==> config.mk <==
export PLATFORM = sky130hd
export DESIGN_NAME = ipv4_transport_header_parser_top
export DESIGN_NICKNAME = d
export VERILOG_FILES = /design/src/rtl/core/ipv4_thp_pkg.sv /design/src/rtl/core/ipv4_thp_capture.sv /design/src/rtl/core/ipv4_thp_check.sv /design/src/rtl/core/ipv4_transport_header_parser_top.sv
export SDC_FILE = /design/constraint.sdc
export NUM_CORES = 1
export LEC_CHECK = 0
export ABC_AREA = 1
export BUFFER_PORTS_ARGS = -buffer_cell sky130_fd_sc_hd__buf_2
export CAP_MARGIN = 10
export CORE_ASPECT_RATIO = 1.5
export CORE_MARGIN = 3
export CORE_UTILIZATION = 54
export DETAILED_ROUTE_END_ITERATION = 12
export PLACE_DENSITY = 0.79
export SETUP_SLACK_MARGIN = 0.15
export SLEW_MARGIN = 20
export SYNTH_ARGS = -nofsm -noshare
export SYNTH_HDL_FRONTEND = slang
export SYNTH_SLANG_ARGS = --single-unit
==> constraint.sdc <==
create_clock -name i_clk -period 5.2 [get_ports i_clk]
set_clock_uncertainty 0.05 [all_clocks]
set_input_delay 1.56 -clock i_clk [delete_from_list [all_inputs] [get_ports i_clk]]
set_output_delay 1.56 -clock i_clk [all_outputs]
set_load 0.005 [all_outputs]
==> src/rtl/core/ipv4_thp_pkg.sv <==
// ----------------------------------------------------------------------------
// ipv4_thp_pkg
// Types and constants shared by the IPv4 transport header parser.
// ----------------------------------------------------------------------------
package ipv4_thp_pkg;

    localparam int unsigned IDX_W = 17;

    localparam logic [IDX_W-1:0] IDX_MAX       = '1;
    localparam logic [IDX_W-1:0] MIN_HDR_BYTES = 17'd20;
    localparam logic [6:0]       UDP_HDR_BYTES = 7'd8;

    localparam logic [3:0] IP_VERSION4 = 4'd4;
    localparam logic [7:0] PROTO_TCP   = 8'd6;
    localparam logic [7:0] PROTO_UDP   = 8'd17;

    localparam logic [3:0] ST_OK           = 4'd0;
    localparam logic [3:0] ST_RUNT         = 4'd1;
    localparam logic [3:0] ST_VERSION      = 4'd2;
    localparam logic [3:0] ST_SHORT_IHL    = 4'd3;
    localparam logic [3:0] ST_LEN_MISMATCH = 4'd4;
    localparam logic [3:0] ST_SHORT_TCP    = 4'd5;
    localparam logic [3:0] ST_TCP_OFFSET   = 4'd6;
    localparam logic [3:0] ST_SHORT_UDP    = 4'd7;
    localparam logic [3:0] ST_UNSUPPORTED  = 4'd8;

    typedef struct packed {
        logic [7:0] data_byte;
        logic       last_byte;
    } t_in_item;

    typedef struct packed {
        logic [3:0]  status;
        logic [7:0]  protocol_number;
        logic [31:0] src_ip_addr;
        logic [31:0] dst_ip_addr;
        logic [15:0] src_l4_port;
        logic [15:0] dst_l4_port;
        logic        fin_flag;
        logic [6:0]  payload_offset;
        logic [15:0] payload_length;
    } t_out_item;

    typedef struct packed {
        logic [IDX_W-1:0] byte_index;
        logic [3:0]       ip_header_words;
        logic [3:0]       ip_version;
        logic [15:0]      declared_length;
        logic [7:0]       protocol;
        logic [31:0]      src_addr;
        logic [31:0]      dst_addr;
        logic [15:0]      src_port;
        logic [15:0]      dst_port;
        logic [3:0]       transport_words;
        logic             fin;
    } t_hdr_state;

endpackage

==> src/rtl/core/ipv4_thp_capture.sv <==
// ----------------------------------------------------------------------------
// ipv4_thp_capture
// Per-packet header field capture and saturating byte counter.
// ----------------------------------------------------------------------------
module ipv4_thp_capture (
    input  logic                    i_clk,
    input  logic                    i_rst_n,
    input  logic                    i_adv,
    input  ipv4_thp_pkg::t_in_item  i_item,
    output ipv4_thp_pkg::t_hdr_state o_next
);
    import ipv4_thp_pkg::*;

    t_hdr_state       r_st;
    t_hdr_state       n_st;
    logic [3:0]       w_ihl;
    logic [IDX_W-1:0] w_h;
    logic [IDX_W-1:0] w_idx;
    logic [7:0]       w_b;

    always_comb begin
        w_idx = r_st.byte_index;
        w_b   = i_item.data_byte;
        n_st  = r_st;
        w_ihl = (w_idx == '0) ? w_b[3:0] : r_st.ip_header_words;
        w_h   = {{(IDX_W-6){1'b0}}, w_ihl, 2'b00};

        if (w_idx == 17'd0) begin
            n_st.ip_version      = w_b[7:4];
            n_st.ip_header_words = w_b[3:0];
        end else if (w_idx == 17'd2) begin
            n_st.declared_length[15:8] = w_b;
        end else if (w_idx == 17'd3) begin
            n_st.declared_length[7:0] = w_b;
        end else if (w_idx == 17'd9) begin
            n_st.protocol = w_b;
        end else if (w_idx >= 17'd12 && w_idx <= 17'd15) begin
            case (w_idx[1:0])
                2'd0:    n_st.src_addr[31:24] = w_b;
                2'd1:    n_st.src_addr[23:16] = w_b;
                2'd2:    n_st.src_addr[15:8]  = w_b;
                default: n_st.src_addr[7:0]   = w_b;
            endcase
        end else if (w_idx >= 17'd16 && w_idx <= 17'd19) begin
            case (w_idx[1:0])
                2'd0:    n_st.dst_addr[31:24] = w_b;
                2'd1:    n_st.dst_addr[23:16] = w_b;
                2'd2:    n_st.dst_addr[15:8]  = w_b;
                default: n_st.dst_addr[7:0]   = w_b;
            endcase
        end

        // transport header fields relative to ihl*4
        if (w_idx == w_h) begin
            n_st.src_port[15:8] = w_b;
        end else if (w_idx == w_h + 17'd1) begin
            n_st.src_port[7:0] = w_b;
        end else if (w_idx == w_h + 17'd2) begin
            n_st.dst_port[15:8] = w_b;
        end else if (w_idx == w_h + 17'd3) begin
            n_st.dst_port[7:0] = w_b;
        end else if (w_idx == w_h + 17'd12) begin
            n_st.transport_words = w_b[7:4];
        end else if (w_idx == w_h + 17'd13) begin
            n_st.fin = w_b[0];
        end

        n_st.byte_index = (w_idx != IDX_MAX) ? w_idx + 17'd1 : w_idx;
    end

    always_ff @(posedge i_clk) begin
        if (!i_rst_n) begin
            r_st <= '0;
        end else if (i_adv && i_item.last_byte) begin
            r_st <= '0;
        end else if (i_adv) begin
            r_st <= n_st;
        end
    end

    assign o_next = n_st;

endmodule

==> src/rtl/core/ipv4_thp_check.sv <==
// ----------------------------------------------------------------------------
// ipv4_thp_check
// End-of-packet checks and result field formation.
// ----------------------------------------------------------------------------
module ipv4_thp_check (
    input  ipv4_thp_pkg::t_hdr_state i_state,
    output ipv4_thp_pkg::t_out_item  o_result
);
    import ipv4_thp_pkg::*;

    logic [IDX_W-1:0] w_n;
    logic [5:0]       w_ihl_bytes;
    logic [6:0]       w_tcp_end;
    logic [6:0]       w_udp_end;
    logic [IDX_W-1:0] w_ihl_ext;
    logic [IDX_W-1:0] w_tcp_ext;
    logic [IDX_W-1:0] w_udp_ext;
    t_out_item        w_res;

    always_comb begin
        w_n         = i_state.byte_index;
        w_ihl_bytes = {i_state.ip_header_words, 2'b00};
        w_tcp_end   = {1'b0, w_ihl_bytes} + {1'b0, i_state.transport_words, 2'b00};
        w_udp_end   = {1'b0, w_ihl_bytes} + UDP_HDR_BYTES;
        w_ihl_ext   = {{(IDX_W-6){1'b0}}, w_ihl_bytes};
        w_tcp_ext   = {{(IDX_W-7){1'b0}}, w_tcp_end};
        w_udp_ext   = {{(IDX_W-7){1'b0}}, w_udp_end};

        w_res                 = '0;
        w_res.status          = ST_OK;
        w_res.protocol_number = i_state.protocol;
        w_res.src_ip_addr     = i_state.src_addr;
        w_res.dst_ip_addr     = i_state.dst_addr;

        if (w_n < MIN_HDR_BYTES) begin
            w_res.status = ST_RUNT;
        end else if (i_state.ip_version != IP_VERSION4) begin
            w_res.status = ST_VERSION;
        end else if (w_n < w_ihl_ext) begin
            w_res.status = ST_SHORT_IHL;
        end else if (w_n != {1'b0, i_state.declared_length}) begin
            w_res.status = ST_LEN_MISMATCH;
        end else if (i_state.protocol == PROTO_TCP) begin
            if (w_n < MIN_HDR_BYTES + w_ihl_ext) begin
                w_res.status = ST_SHORT_TCP;
            end else if (w_n < w_tcp_ext) begin
                w_res.status = ST_TCP_OFFSET;
            end else begin
                w_res.src_l4_port    = i_state.src_port;
                w_res.dst_l4_port    = i_state.dst_port;
                w_res.fin_flag       = i_state.fin;
                w_res.payload_offset = w_tcp_end;
                w_res.payload_length = 16'(w_n - w_tcp_ext);
            end
        end else if (i_state.protocol == PROTO_UDP) begin
            if (w_n < w_udp_ext) begin
                w_res.status = ST_SHORT_UDP;
            end else begin
                w_res.src_l4_port    = i_state.src_port;
                w_res.dst_l4_port    = i_state.dst_port;
                w_res.payload_offset = w_udp_end;
                w_res.payload_length = 16'(w_n - w_udp_ext);
            end
        end else begin
            w_res.status = ST_UNSUPPORTED;
        end
    end

    assign o_result = w_res;

endmodule

==> src/rtl/core/ipv4_transport_header_parser_top.sv <==
// ----------------------------------------------------------------------------
// ipv4_transport_header_parser_top
// Result path: each accepted byte goes through the input reg; the result reg loads on a last byte.
// Throughput: one byte per cycle; a last byte waits only behind a stalled result.
// Reset: synchronous active low; clears valids and all captured header state.
// ----------------------------------------------------------------------------
module ipv4_transport_header_parser_top (
    input  logic                    i_clk,
    input  logic                    i_rst_n,
    input  logic                    i_in_valid,
    output logic                    o_in_stall,
    input  ipv4_thp_pkg::t_in_item  i_in_data,
    output logic                    o_out_valid,
    input  logic                    i_out_stall,
    output ipv4_thp_pkg::t_out_item o_out_data
);
    import ipv4_thp_pkg::*;

    logic       r_in_valid;
    t_in_item   r_in;
    logic       r_out_valid;
    t_out_item  r_out;
    logic       w_proc;
    logic       w_load;
    logic       w_out_free;
    t_hdr_state w_next;
    t_out_item  w_result;

    assign w_out_free = !r_out_valid || !i_out_stall;
    assign w_proc     = r_in_valid && (!r_in.last_byte || w_out_free);
    assign w_load     = w_proc && r_in.last_byte;
    assign o_in_stall = r_in_valid && !w_proc;

    ipv4_thp_capture u_capture (
        .i_clk   (i_clk),
        .i_rst_n (i_rst_n),
        .i_adv   (w_proc),
        .i_item  (r_in),
        .o_next  (w_next)
    );

    ipv4_thp_check u_check (
        .i_state  (w_next),
        .o_result (w_result)
    );

    always_ff @(posedge i_clk) begin
        if (!i_rst_n) begin
            r_in_valid <= 1'b0;
        end else if (!o_in_stall) begin
            r_in_valid <= i_in_valid;
        end
    end

    always_ff @(posedge i_clk) begin
        if (!o_in_stall && i_in_valid) begin
            r_in <= i_in_data;
        end
    end

    always_ff @(posedge i_clk) begin
        if (!i_rst_n) begin
            r_out_valid <= 1'b0;
        end else if (w_load) begin
            r_out_valid <= 1'b1;
        end else if (!i_out_stall) begin
            r_out_valid <= 1'b0;
        end
    end

    always_ff @(posedge i_clk) begin
        if (w_load) begin
            r_out <= w_result;
        end
    end

    assign o_out_valid = r_out_valid;
    assign o_out_data  = r_out;

`ifndef SYNTHESIS
    a_no_overwrite: assert property (@(posedge i_clk) disable iff (!i_rst_n)
        r_out_valid && i_out_stall |-> !w_load)
        else $error("result register overwritten while stalled");

    a_stall_needs_item: assert property (@(posedge i_clk) disable iff (!i_rst_n)
        o_in_stall |-> r_in_valid && r_in.last_byte && r_out_valid)
        else $error("input stalled without a pending last byte");

    a_error_zero_fields: assert property (@(posedge i_clk) disable iff (!i_rst_n)
        r_out_valid && r_out.status != ST_OK |->
            r_out.src_l4_port == 16'd0 && r_out.dst_l4_port == 16'd0 &&
            !r_out.fin_flag && r_out.payload_offset == 7'd0 &&
            r_out.payload_length == 16'd0)
        else $error("transport fields nonzero on error transaction");
`endif

endmodule
# --- After elaboration in Yosys (flattened, before gate mapping) ---
# Index checks and enable logic that the tools add are counted.
totals:
  romBits: 0
  mem_bits_rw: 0
  output_inout_bits: 134
  regBits: 293
  memories: 0
  input_bits: 13
  latchBits: 0
classes:
  n_eq_ne: 17
  n_bitwise: 2
  n_div: 0
  mul: 0
  mux: 50
  shift: 0
  addsub: 11
  order_cmp: 9
  reduce_logical: 20
ops:
  columns: ["op", "count"]
  rows:
  - ["32-bit two-way mux", 6]
  - ["8-bit two-way mux", 16]
  - ["56-bit two-way mux", 2]
  - ["88-bit two-way mux", 1]
  - ["17-bit == test", 5]
  - ["80-bit two-way mux", 1]
  - ["72-bit two-way mux", 1]
  - ["23-bit two-way mux", 3]
  - ["64-bit two-way mux", 1]
  - ["17-bit by 7-bit < comparator with 1-bit output", 3]
  - ["17-bit by 2-bit == test with 1-bit output, second input constant", 2]
  - ["16-bit by 7-bit subtractor with 16-bit output", 2]
  - ["29-bit two-way mux", 1]
  - ["6-bit by 4-bit adder with 7-bit output, second input constant", 3]
  - ["21-bit two-way mux", 1]
  - ["4-bit two-way mux", 5]
  - ["17-bit by 1-bit adder with 17-bit output, second input constant", 1]
  - ["17-bit by 4-bit == test with 1-bit output, second input constant", 1]
  - ["17-bit by 6-bit == test with 1-bit output", 1]
  - ["17-bit by 4-bit greater-or-equal comparator with 1-bit output, second input constant", 1]
  - ["17-bit by 5-bit greater-or-equal comparator with 1-bit output, second input constant", 1]
  - ["17-bit by 4-bit less-or-equal comparator with 1-bit output, second input constant", 1]
  - ["17-bit by 5-bit less-or-equal comparator with 1-bit output, second input constant", 1]
  - ["17-bit zero test", 1]
  - ["other kinds (29)", 48]

# --- Logic depth before layout (Yosys ltp) ---
logic_depth:
  word_depth: 18
  mapped_depth: 33
  mapped_depth_nobuf: 33

# --- By module ---
# From an unflattened synthesis, not the netlist that was laid out.
unflattened:
  cells_unflattened: 2176
  area_unflattened_um2: 16425.8
modules_own_cells:
  columns: ["mod", "area_per_inst_um2", "n_inst", "cells_each", "seq_area_each_um2"]
  rows:
  - ["ipv4_thp_capture", 8972.4, 1, 1444, 3002.9]
  - ["ipv4_transport_header_parser_top", 4344.2, 1, 160, 4274.1]
  - ["ipv4_thp_check", 3109.2, 1, 572, 0.0]

# --- Worst setup path after synthesis ---
# OpenSTA, ideal clock, no wires.
synth_timing:
  path_kind: "register to register"
  from: "reg u_capture.r_st, in the netlist u_capture.w_idx[0]"
  to: "reg r_out, in the netlist o_out_data[48] (data pin)"
  setup_time_ns: 0.257
  t_arrival_ns: 5.340
  stages_incl_launch_ff: 31
  path_buffers: 2
  slack_ns: -0.448
  path_cell_list: "dfxtp_1 inv_1 ha_1 nand2_1 nor2_2 nand3_4 clkbuf_1 o21ai_0 ha_1 a21oi_1 o21a_1 nand3_1 nor2_1 nand3_1 nand2_1 nand2_1 ha_1 fa_1 xor2_1 inv_1 ha_1 a21oi_1 nand2_1 a21oi_1 o21ai_0 or2_2 a21oi_1 nand2_1 nand4_4 buf_6 nor2_2"
synth_rtl:
  columns: ["item", "line_no", "rtl"]
  rows:
  - ["from (decl)", "ipv4_thp_capture.sv:14", "t_hdr_state r_st;"]
  - ["from (signal assigned)", "ipv4_thp_capture.sv:77", "r_st <= n_st;"]
  - ["to (signal assigned)", "ipv4_transport_header_parser_top.sv:73", "r_out <= w_result;"]
  - ["to (decl)", "ipv4_transport_header_parser_top.sv:22", "t_out_item r_out;"]

==> results_dict.tcl <==
set metrics [dict create \
    outcome "finished clean" \
    grt_setup_unrepaired "true" \
    fin_crit_ns 5.01 \
    grt_pass1_wl_mm 64.0 \
    grt_start_max_net_pins 160 \
    synthMuxAreaShare_pct 0 \
    ios 147 \
    powerDensity_nw_per_um2 316 \
    cp_slowest_cell "fa_2" \
    synth_largest_area_cell "edfxtp_1" \
    synth.distinct_cells 47 \
    root_buffer "clkbuf_16" \
    worst_path_largest_cell_delay_ns 0.37 \
    clkLatencyLatePin_ns 0.56 \
    worst_slew_pin_slew_ns 1.06 \
    dr_total_vias 13200 \
    place_ws_ns -0.0515 \
    rows 74 \
    route.detailed.drc 0 \
    relSlewSlack_pct 29.2 \
    htreeDepth 1 \
    initial_core_util_pct 55.0 \
    synth_flop_cell "dfxtp_1" \
    grt_remaining_overflow 0 \
    drtPass1Iterations 5 \
    ys_seq_elements 291 \
    cts_tree "done" \
    max_freq_mhz 200 \
    syn_avg_cell_area_um2 8.01 \
    busiest_layer "met2" \
    cts.sinks 291 \
    ctsLongestPathBuffers 3 \
    yosys.area_share.adder_pct 2.93 \
    synthTopCellsByArea "edfxtp_1 (28%), dfxtp_1 (20%), nand2_1 (7.4%), inv_1 (6.3%), nor2_1 (6.0%)" \
    yosysWarnings 0 \
    diodes 0 \
    antenna_found_initial 0 \
    use_met3_pct 3.52 \
    synth_area_um2 15000 \
    synthXorXnorAreaFrac_pct 2.33 \
    final_nets 2088 \
    final_core_util_pct 64.8 \
    nFillCells 2207 \
    cp_data_required_time_ns 5.46 \
    fin_ws_ns 0.190 \
    cp_num_buf_inv 5 \
    synth_edf_count 139 \
    fin_crit_sh_pct 96.4 \
    drtAntennaViolNets 0 \
    drt-initial-drc-count 1093 \
    report.final.slew_viol_count 0 \
    hold_path.class "flop to flop" \
    setup-violations-final 0 \
    drive_gt1_share_pct 20.1 \
    cp_top_family "simple AND/OR/NAND/NOR gates" \
    critPathLaunchType "flop" \
    gp_congestion 0.947 \
    yosysSeqAreaShare_pct 48.0 \
    gr-usage-all-layers_pct 26.5 \
    synth_compound_area_share_pct 12.9 \
    drt-vias-per-instance 5.47 \
    cts_buffers 27 \
    dieArea_um2 29900 \
    cp_max_fo 7 \
    cap_violations 0 \
    hold_viol_final 0 \
    syn_inst 1877 \
    portBuffers 144 \
    post_drt_wl_per_cell_um 16.9 \
    met1_usage_pct 31.1 \
    fp.dieH_um 210 \
    synth_top_family_by_area "simple AND/OR/NAND/NOR gates" \
    critical_path_class "flop to flop" \
    arrival_ns 5.27 \
    drt_wl_total_mm 40.7 \
    synth_async_sr_flop_share_pct 0 \
    hold_buffers 0 \
    synth.top_cell.area_share_pct 27.8 \
    die_width_um 142 \
    end_kind "flop" \
    coreArea_um2 27300 \
    syn_to_final_growth_pct 17.8 \
    grt_pass1_vias 12600 \
    fin_hold_ws_ns 0.414 \
    path_clk_slew_ns 0.07 \
    p_leak_nw 8.24 \
    use_met2_pct 46.4 \
    peakVddDrop_v 0.000241 \
    synthSimpleGateAreaFrac_pct 24.4 \
    dp_hpwl_mm 27.5 \
]
==> worst paths after layout <==
kind	start	end	slack (ns)	cells after the start
max reg2reg	u_capture.w_idx[1]	o_out_data[47]	0.19	31
max	u_capture.w_idx[1]	o_out_data[47]	0.19	31
min reg2reg	u_capture.r_st[111]	u_capture.r_st[111]	0.41	2
min	u_capture.r_st[111]	u_capture.r_st[111]	0.41	2
==> cell usage after synthesis (2+ instances only) <==
cell      instances
nand2_1         298
inv_1           253
nor2_1          239
o21ai_0         174
dfxtp_1         152
edfxtp_1        139
a21oi_1         133
nand3_1          86
clkbuf_1         56
nand4_1          55
nor2_2           39
xor2_1           36
ha_1             32
nand2_2          17
and2_1           16
o21ai_1          14
nor3_1           13
buf_2            12
inv_2            10
o21ai_2          10
a21o_1            9
buf_4             9
nor2_4            9
clkinv_1          8
buf_1             7
o211ai_1          5
buf_6             4
nand3_2           4
xnor2_1           4
a211oi_1          3
a31oi_1           3
nand2_4           3
nand3_4           3
fa_1              2
nand3b_1          2
nor2_8            2
nor4_1            2
o21a_1            2
o21ai_4           2
o21bai_1          2
or2_2             2
==> power by group <==
part / switching, W / internal (W) / leakage (nW)
registers: 0.0000497 / 0.00251 / 2.64
logic: 0.000735 / 0.000411 / 5.21
clock network: 0.000882 / 0.00100 / 0.393
==> layout by cell type (no fill, tap or decap), drive strengths merged, types with 3 or more instances in the layout <==
master    count
a211oi        3
a21o          9
a21oi       133
a31oi         3
and2         16
buf         222
clkbuf       39
clkinv       12
clkinvlp      3
dfxtp       152
edfxtp      139
ha           32
inv         267
nand2       318
nand3        93
nand4        57
nor2        289
nor3         14
o211ai        6
o21ai       200
xnor2         4
xor2         36
==> state kept, by name, summed over array words and instances, names as in the netlist <==
register and cells:
o_out_valid 1, u_capture.r_st 133, r_in_valid 1, o_out_data 130, r_in 9, u_capture.w_idx 17
==> per-stage QoR <==
step | setup TNS (ns) | instances | power, W | cell area (um^2)
global placement | 0 | 2334 | 0.00360 | 16300
finish | 0 | 2404 | 0.00559 | 17700
CTS | 0 | 2391 | 0.00552 | 17400
floorplan | 0 | 1878 | 0.00333 | 15100
detailed placement | -1.19 | 2334 | 0.00363 | 16300
global route | 0 | 2404 | 0.00584 | 17700
==> layout make-up <==
cell class | count | area, um^2 | share of cell area, %
clock buffers | 39 | 741 | 4.18
clock inverters | 11 | 82.6 | 0.466
inverters | 271 | 1030 | 5.79
flip-flops and latches | 291 | 7230 | 40.8
well taps | 342 | 428 | 2.42
multi-input cells | 1228 | 6720 | 38.0
repair buffers | 222 | 1480 | 8.37
==> timing repair <==
action / in CTS / in global routing
cloned: 3 / 0
pin swaps: 5 / 25
setup buffers: 4 / 13
gates resized for setup: 17 / 54
endpoints found under the setup margin: 54 / 56
==> tightest hold or removal path, cell delays in order, from the launching register on <==
cell      delay [ns]
dfxtp_1         0.30
inv_1           0.06
a211oi_1        0.06
==> routing by layer <==
layer / up-vias / share of wire, % / routed length (um)
met4: 0 / 6.1 / 2500
li1: 6449 / - / -
met2: 479 / 50 / 20500
met1: 6082 / 37 / 15200
met3: 151 / 6.0 / 2460
met5: - / 0 / 0
==> cell families after synthesis <==
logic type,count (synthesis)
other,1
adder cells (fa/ha/maj),34
AO/OA/AOI/OAI,359
buffers and inverters,359
flip-flops,291
AND/OR/NAND/NOR,793
XOR/XNOR,40
Power figures use the tool's default switching activity.
